===== config.mk =====
export PLATFORM = sky130hd
export DESIGN_NAME = path_glob_matcher
export DESIGN_NICKNAME = d
export VERILOG_FILES = /design/src/rtl/pgm_pkg.sv /design/src/rtl/pgm_nfa.sv /design/src/rtl/path_glob_matcher.sv
export SDC_FILE = /design/constraint.sdc
export NUM_CORES = 2
export LEC_CHECK = 0
export ABC_AREA = 1
export BUFFER_PORTS_ARGS = -buffer_cell sky130_fd_sc_hd__buf_2
export CAP_MARGIN = 20
export CORE_MARGIN = 10
export CORE_UTILIZATION = 45
export CTS_CLUSTER_DIAMETER = 100
export DETAILED_ROUTE_END_ITERATION = 8
export GPL_TIMING_DRIVEN = 0
export PLACE_DENSITY = 0.6
export SLEW_MARGIN = 20
export SYNTH_ARGS = -nofsm -noshare
export SYNTH_HDL_FRONTEND = slang
export SYNTH_SLANG_ARGS = --single-unit

===== constraint.sdc =====
create_clock -name clk -period 6.52 [get_ports clk]
set_clock_uncertainty 0.15 [all_clocks]
set_input_delay 1.956 -clock clk [delete_from_list [all_inputs] [get_ports clk]]
set_output_delay 1.956 -clock clk [all_outputs]
set_load 0.03 [all_outputs]

===== src/rtl/pgm_pkg.sv =====
`timescale 1ns / 1ps
`default_nettype none

package pgm_pkg;

	localparam int CHAR_W          = 16;
	localparam int MAX_PATTERN_DEF = 32;

	localparam logic [CHAR_W-1:0] STAR_CODE  = 16'd42;
	localparam logic [CHAR_W-1:0] QMARK_CODE = 16'd63;
	localparam logic [CHAR_W-1:0] SEP_RESET  = 16'd47;

	localparam logic [1:0] OP_CLEAR  = 2'd0;
	localparam logic [1:0] OP_APPEND = 2'd1;
	localparam logic [1:0] OP_PATH   = 2'd2;

	localparam logic [1:0] CFG_SEP    = 2'd0;
	localparam logic [1:0] CFG_ICASE  = 2'd1;
	localparam logic [1:0] CFG_PREFIX = 2'd2;

	typedef struct packed {
		logic [CHAR_W-1:0] sep;
		logic              fold_en;
		logic              allow_prefix;
	} cfg_t;

	function automatic logic [CHAR_W-1:0] fold_char(input logic [CHAR_W-1:0] c);
		logic [CHAR_W-1:0] r;
		r = c;
		if (c >= 16'd65 && c <= 16'd90) begin
			r = c + 16'd32;
		end
		return r;
	endfunction

endpackage

`default_nettype wire


===== src/rtl/pgm_nfa.sv =====
`timescale 1ns / 1ps
`default_nettype none

module pgm_nfa #(
	parameter int MAX_PATTERN = pgm_pkg::MAX_PATTERN_DEF,
	parameter int LW          = $clog2(MAX_PATTERN + 1)
) (
	input  wire pgm_pkg::cfg_t                                   cfg,
	input  wire logic [MAX_PATTERN-1:0][pgm_pkg::CHAR_W-1:0]     store,
	input  wire logic [LW-1:0]                                   len,
	input  wire logic [MAX_PATTERN:0]                            act,
	input  wire logic [pgm_pkg::CHAR_W-1:0]                      chr,
	output logic      [MAX_PATTERN:0]                            adv_vec,
	output logic      [MAX_PATTERN:0]                            init_vec
);
	import pgm_pkg::*;

	logic                   c_sep;
	logic [CHAR_W-1:0]      c_fold;
	logic [MAX_PATTERN-1:0] en;
	logic [MAX_PATTERN-1:0] star;
	logic [MAX_PATTERN-1:0] stay;
	logic [MAX_PATTERN-1:0] step;
	logic [MAX_PATTERN:0]   nxt;

	assign c_sep  = (chr == cfg.sep);
	assign c_fold = fold_char(chr);

	for (genvar i = 0; i < MAX_PATTERN; i++) begin : g_lane
		logic [CHAR_W-1:0] pv;
		logic              k_sep;
		logic              k_any;
		logic              lit_hit;

		assign pv      = store[i];
		assign en[i]   = (len > LW'(i));
		assign k_sep   = (pv == cfg.sep);
		assign star[i] = (pv == STAR_CODE) && !k_sep;
		assign k_any   = (pv == QMARK_CODE) && !k_sep;
		assign lit_hit = (chr == pv) || (cfg.fold_en && (c_fold == fold_char(pv)));

		assign stay[i] = en[i] && act[i] && star[i] && !c_sep;
		assign step[i] = en[i] && act[i] &&
			(k_sep ? c_sep : (!c_sep && (k_any || (!star[i] && lit_hit))));
	end

	assign nxt[0] = stay[0];
	for (genvar i = 1; i < MAX_PATTERN; i++) begin : g_next
		assign nxt[i] = stay[i] | step[i-1];
	end
	assign nxt[MAX_PATTERN] = step[MAX_PATTERN-1];

	// skip stars: ripple active positions forward across runs of '*'
	assign adv_vec[0]  = nxt[0];
	assign init_vec[0] = 1'b1;
	for (genvar i = 0; i < MAX_PATTERN; i++) begin : g_close
		assign adv_vec[i+1]  = nxt[i+1] | (adv_vec[i] & en[i] & star[i]);
		assign init_vec[i+1] = init_vec[i] & en[i] & star[i];
	end

endmodule

`default_nettype wire


===== src/rtl/path_glob_matcher.sv =====
`timescale 1ns / 1ps
`default_nettype none

// Wildcard path matcher.
// Input stream s_axis: one transfer per item. tuser carries the operation
// (clear pattern, append pattern character, path character), tdata the
// 16-bit character; tlast marks the final character of a path. Load a pattern
// with a clear followed by appends, then stream path characters.
// Output stream m_axis: one transfer per path, issued for its tlast
// character; tdata carries matched and pattern_overflow.
// Config channel cfg: index 0 separator, 1 case folding, 2 allow_prefix;
// always ready, write only while the block is idle.
// Throughput: one item per cycle unless a held result stalls it. Result
// path: the input register feeds one NFA update over all pattern positions
// into the result register; the star-skip ripple across MAX_PATTERN
// positions sets the cycle time.
// Reset: pattern length, NFA state and flags clear; registers take their
// defaults (separator '/'). The pattern store is not cleared.
// Stall: a waiting result holds; items that give no result keep flowing,
// and the next result-producing item waits in the input register.
module path_glob_matcher #(
	parameter int MAX_PATTERN = pgm_pkg::MAX_PATTERN_DEF
) (
	input  wire logic        clk,
	input  wire logic        arst_n,
	input  wire logic        s_axis_tvalid,
	output logic             s_axis_tready,
	input  wire logic [15:0] s_axis_tdata,  // [15:0] character
	input  wire logic [1:0]  s_axis_tuser,  // [1:0] operation
	input  wire logic        s_axis_tlast,
	output logic             m_axis_tvalid,
	input  wire logic        m_axis_tready,
	output logic      [7:0]  m_axis_tdata,  // [0] matched, [1] pattern_overflow, zero pad
	input  wire logic        cfg_valid,
	output logic             cfg_ready,
	input  wire logic [1:0]  cfg_index,
	input  wire logic [15:0] cfg_data
);
	import pgm_pkg::*;

	localparam int LW = $clog2(MAX_PATTERN + 1);

	cfg_t cfg_q;

	logic              valid_s1;
	logic [1:0]        op_s1;
	logic [CHAR_W-1:0] char_s1;
	logic              last_s1;

	logic [MAX_PATTERN-1:0][CHAR_W-1:0] store_q;
	logic [LW-1:0]                      len_q;
	logic [MAX_PATTERN:0]               active_q;
	logic                               ovf_q;
	logic                               prefix_q;
	logic                               open_q;

	logic                 out_valid_q;
	logic                 matched_q;
	logic                 out_ovf_q;

	logic                 emits;
	logic                 go;
	logic                 c_is_sep;
	logic                 whole;
	logic [MAX_PATTERN:0] start_vec;
	logic [MAX_PATTERN:0] adv_vec;
	logic [MAX_PATTERN:0] init_vec;
	logic [MAX_PATTERN:0] new_vec;
	logic                 new_prefix;
	logic                 hit;

	assign cfg_ready = 1'b1;

	always_ff @(posedge clk or negedge arst_n) begin
		if (!arst_n) begin
			cfg_q.sep          <= SEP_RESET;
			cfg_q.fold_en      <= 1'b0;
			cfg_q.allow_prefix <= 1'b0;
		end else if (cfg_valid) begin
			case (cfg_index)
				CFG_SEP:    cfg_q.sep          <= cfg_data;
				CFG_ICASE:  cfg_q.fold_en      <= cfg_data[0];
				CFG_PREFIX: cfg_q.allow_prefix <= cfg_data[0];
				default:    ;
			endcase
		end
	end

	assign emits         = (op_s1 == OP_PATH) && last_s1;
	assign go            = valid_s1 && (!emits || !out_valid_q || m_axis_tready);
	assign s_axis_tready = !valid_s1 || go;

	always_ff @(posedge clk or negedge arst_n) begin
		if (!arst_n) begin
			valid_s1 <= 1'b0;
		end else if (s_axis_tready) begin
			valid_s1 <= s_axis_tvalid;
		end
	end

	always_ff @(posedge clk) begin
		if (s_axis_tready && s_axis_tvalid) begin
			op_s1   <= s_axis_tuser;
			char_s1 <= s_axis_tdata;
			last_s1 <= s_axis_tlast;
		end
	end

	pgm_nfa #(
		.MAX_PATTERN (MAX_PATTERN),
		.LW          (LW)
	) u_nfa (
		.cfg      (cfg_q),
		.store    (store_q),
		.len      (len_q),
		.act      (start_vec),
		.chr      (char_s1),
		.adv_vec  (adv_vec),
		.init_vec (init_vec)
	);

	assign c_is_sep   = (char_s1 == cfg_q.sep);
	assign whole      = (len_q != '0) && (store_q[0] == cfg_q.sep);
	assign start_vec  = open_q ? active_q : init_vec;
	assign new_vec    = (c_is_sep && !whole) ? init_vec : adv_vec;
	assign new_prefix = (open_q && prefix_q) || (whole && c_is_sep && start_vec[len_q]);
	assign hit        = (new_vec[len_q] || (whole && cfg_q.allow_prefix && new_prefix)) && !ovf_q;

	for (genvar i = 0; i < MAX_PATTERN; i++) begin : g_store
		always_ff @(posedge clk) begin
			if (go && op_s1 == OP_APPEND && len_q == LW'(i)) begin
				store_q[i] <= char_s1;
			end
		end
	end

	always_ff @(posedge clk or negedge arst_n) begin
		if (!arst_n) begin
			len_q    <= '0;
			active_q <= '0;
			ovf_q    <= 1'b0;
			prefix_q <= 1'b0;
			open_q   <= 1'b0;
		end else if (go) begin
			case (op_s1)
				OP_CLEAR: begin
					len_q    <= '0;
					active_q <= '0;
					ovf_q    <= 1'b0;
					prefix_q <= 1'b0;
					open_q   <= 1'b0;
				end
				OP_APPEND: begin
					open_q <= 1'b0;
					if (len_q == LW'(MAX_PATTERN)) begin
						ovf_q <= 1'b1;
					end else begin
						len_q <= len_q + LW'(1);
					end
				end
				OP_PATH: begin
					active_q <= new_vec;
					prefix_q <= new_prefix;
					open_q   <= !last_s1;
				end
				default: ;
			endcase
		end
	end

	always_ff @(posedge clk or negedge arst_n) begin
		if (!arst_n) begin
			out_valid_q <= 1'b0;
		end else if (go && emits) begin
			out_valid_q <= 1'b1;
		end else if (m_axis_tready) begin
			out_valid_q <= 1'b0;
		end
	end

	always_ff @(posedge clk) begin
		if (go && emits) begin
			matched_q <= hit;
			out_ovf_q <= ovf_q;
		end
	end

	assign m_axis_tvalid = out_valid_q;
	assign m_axis_tdata  = {6'd0, out_ovf_q, matched_q};

`ifndef NO_ASSERTIONS
	a_len_bound: assert property (@(posedge clk) disable iff (!arst_n)
		len_q <= LW'(MAX_PATTERN))
		else $error("pattern length beyond capacity");

	a_ovf_full: assert property (@(posedge clk) disable iff (!arst_n)
		ovf_q |-> (len_q == LW'(MAX_PATTERN)))
		else $error("overflow flagged with pattern not full");

	a_ovf_nomatch: assert property (@(posedge clk) disable iff (!arst_n)
		(go && emits && ovf_q) |=> (out_valid_q && !matched_q && out_ovf_q))
		else $error("match reported on overflowed pattern");

	a_stall_hold: assert property (@(posedge clk) disable iff (!arst_n)
		(valid_s1 && emits && out_valid_q && !m_axis_tready) |-> !s_axis_tready)
		else $error("input taken while result stage blocked");
`endif

endmodule

`default_nettype wire

==> flow_summary.ini <==
[outcome]
outcome = complete, but fails checks
failed_checks = setup timing

[worst_setup_path]
timing.critical_path.from_type = flip-flop
critical-path-top-cell-by-count = nand2_1
worstPathArrival_ns = 8.06
crit_slowest_cell = clkbuf_1
cp.required_ns = 6.88
crit_path_end_kind = flip-flop
timing.setup.critical_path_class = reg -> reg
cp_max_fo = 10
slowest_cell_delay_on_critical_path_ns = 0.64

[clock_network]
clk_pin_slew_worst_paths_ns = 0.06
cts_buffers = 75
cts_tree = built
clock_insertion_delay_worst_skew_ns = 0.67
cts-root-buf = clkbuf_16
ctsLongestPathBuffers = 3
cts_max_level = 3
number_of_buffers_added_to_fix_hold_violations_after_cts = 0
numClockSinks = 595

[floorplan]
fp-row-count = 113
floorplan.die.height_um = 329
floorplan.die.width_um = 329
floorplan.core_area_um2 = 94700
design.die.area_um2 = 108000
initial_core_util_pct = 45.3
top_level_ports = 53

[sta]
setup_viol = 9
timing_worst_slew_pin_value_ns = 1.40
timing.final.max_slew_violations = 0
max_clock_freq_mhz = 130
finalCritPeriodShare_pct = 118
fin_setup_tns_ns = -5.68
report.final.hold_viol_count = 0
slew_headroom_pct = 6.96
grt_setup_unrepaired = yes
final_setup_slack_of_the_worst_path_ns = -1.18
timing.final.crit_period_ns = 7.70
hold-worst-slack_ns = 0.345

[power]
internal_power_w = 0.00755
clkPwrFrac_pct = 38.3
total_switching_power_w = 0.00378
sw_frac_of_total_pct = 33.4
irDropWorstVdd_mv = 0.190
cellLeakagePower_nw = 20.2
pwr-share-seq_pct = 37.8
power.density_cell_area_nw_per_um2 = 219
comb_power_share_pct = 23.9

[placed_design]
hpwlAfterDp_mm = 141
gp_congestion = 1.01
dp_slack_ns = -2.74
numPortBuffers = 45

[finish]
synthToLayoutAreaGrowth_pct = 20.7
final-seq-area_um2 = 17600
drive_gt1_share_pct = 16.2
layout.filler_cells = 8715
fin_nets = 5730
multi_input_area_um2 = 22900
finished_core_util_pct = 54.6

[hold_path]
hold_path.class = reg -> reg

[grt]
globalRouteTotalUtil_pct = 35.7
antenna_found_initial = 16
grt_max_degree = 48
vias_in_the_first_global_route = 38900
grt_pass1_wl_mm = 278
globalRouteOverflowTotal = 0

[yosys]
post_synth.cell_area_avg_um2 = 8.21
synthArstFlopShare_pct = 10.4
post_synth_instance_area_um2 = 42900
ys.warnings.count = 0
synth.lib_cells_used.distinct = 73
syn-instance-count = 5221
synth_edf_count = 533
seq_area_frac_synth_pct = 41.0
yosys_register_bits = 595
dominantRegCellSynth = edfxtp_1

[drt]
route.detailed.drc = 0
dr_wl_met2_mm = 80.8
highest-signal-layer = met5
number_of_optimization_iterations_in_the_first_detailed_route_pass = 7
detailroute.via_count = 43500
post_drt_via_cell_ratio = 6.23
drt_iter0_markers = 7688
routed_wire_length_per_instance_um = 28.9
wirelength_mm = 202
routed_wl_met3_mm = 30.6
antenna_violating_nets_post_route = 0
m1WireLength_mm = 77.2

[job]
maxCapViolCount = 0
-- cells in the final DEF (no fill, tap or decap), types with 49 or more instances in the layout --
cell       Yosys  routed
a21oi_1      196     188
buf_2         42      87
buf_4         28     233
buf_6         11      57
clkbuf_1     134     114
clkbuf_16      0      81
dfrtp_1       57      56
edfxtp_1     533     533
inv_1        519     507
nand2_1      896     848
nand2_2        9      49
nand3_1      226     212
nand4_1      209     209
nor2_1       492     457
nor3_1       164     145
nor4_1       254     235
o21ai_0      195     177
or2_2         59      59
xnor2_1      242     242
xor2_1       549     547
-- path summary, 6_finish.rpt --
kind | start | slack [ns] | cells past startpoint | end
hold reg to reg | last_s1 | 0.34 | 1 | open_q
hold / removal | last_s1 | 0.34 | 1 | open_q
max in group asynchronous | arst_n | 4.61 | 2 | active_q[11]
setup reg to reg | cfg_q[14] | -1.18 | 37 | matched_q
setup / recovery | cfg_q[14] | -1.18 | 37 | matched_q
min in group asynchronous | arst_n | 1.01 | 1 | cfg_q[11]
-- registers in the layout (all words and copies together) (netlist names) --
signal and flops:
op_s1 2, active_q 33, store_q 512, ovf_q 1, m_axis_tvalid 1, cfg_q 18
matched_q 1, char_s1 16, open_q 1, len_q 6, valid_s1 1, last_s1 1
out_ovf_q 1, prefix_q 1
-- per-stage QoR --
step,std cells,area (um^2),power (W)
after floorplan,5226,42900,0.00559
after global placement,6536,44700,0.00657
after detailed placement,6627,46300,0.00667
after CTS,6948,51000,0.0111
after global routing,6979,51800,0.0115
final,6979,51800,0.0113
-- critical path, delay by kind of cell (launching register included) --
kind            cells  cell delay (ns)
simple gates       26             4.20
flops               1             0.37
buf+inv             7             1.85
compound gates      4             0.93
-- synthesized netlist by cell type (28+ instances only) --
library cell	count	area share, %
a21oi_1	196	2.3
nand3_1	226	2.6
clkbuf_1	134	1.2
nand4_1	209	3.1
nand2_1	896	7.8
buf_2	42	0.49
nor4_1	254	3.7
ha_1	37	1.1
or2_2	59	0.86
xnor2_1	242	4.9
edfxtp_1	533	37
xor2_1	549	11
o21ai_0	195	2.3
inv_1	519	4.5
buf_1	64	0.56
dfrtp_1	57	3.3
nor3_1	164	1.9
buf_4	28	0.49
nor2_1	492	4.3
-- kinds of logic (layout without fill, tap and decap cells) --
family	after synthesis	in the layout	synth area share [%]
buffers and inverters	834	1320	7.91
xor gates and xnor gates	791	791	16.2
muxes	8	8	0.190
DFF	595	595	41.0
other	2	9	0.0175
AOI/OAI and AO/OA	560	560	7.62
and+or+nand+nor	2394	2394	26.1
adders and majority gates	37	37	1.08
-- final cells by class --
| cell class | count | share of cell area (%) |
|---|---|---|
| buffer | 278 | 3.31 |
| multi-input combinational | 3797 | 44.2 |
| inverter | 553 | 4.25 |
| tap | 1265 | 3.06 |
| sequential | 595 | 33.9 |
| antenna | 2 | 0.00967 |
| timing repair buffer | 351 | 6.47 |
| clock inverter | 40 | 0.832 |
| clock buffer | 98 | 3.95 |
-- timing repair --
action                     in CTS  in global routing
setup endpoints to repair      17                 18
pin swaps                      63                 62
buffers inserted              194                 59
gates resized for setup       266                136
cloned                          0                  2
-- power by group through the flow --
stage | Combinational, W | Clock (W) | Sequential (W)
after floorplan | 0.00124 | 0 | 0.00435
after global placement | 0.00210 | 0 | 0.00447
after detailed placement | 0.00231 | 0 | 0.00436
after CTS | 0.00252 | 0.00432 | 0.00427
after global routing | 0.00274 | 0.00450 | 0.00428
final | 0.00271 | 0.00434 | 0.00428
-- routing by layer --
layer | GRT usage (%) | vias to the layer above
met3 | 10.2 | 718
li1 | - | 18700
met4 | 19.5 | 16
met1 | 48.7 | 20700
met2 | 50.4 | 3448
met5 | 0 | -
(Power assumes the default switching activity.)
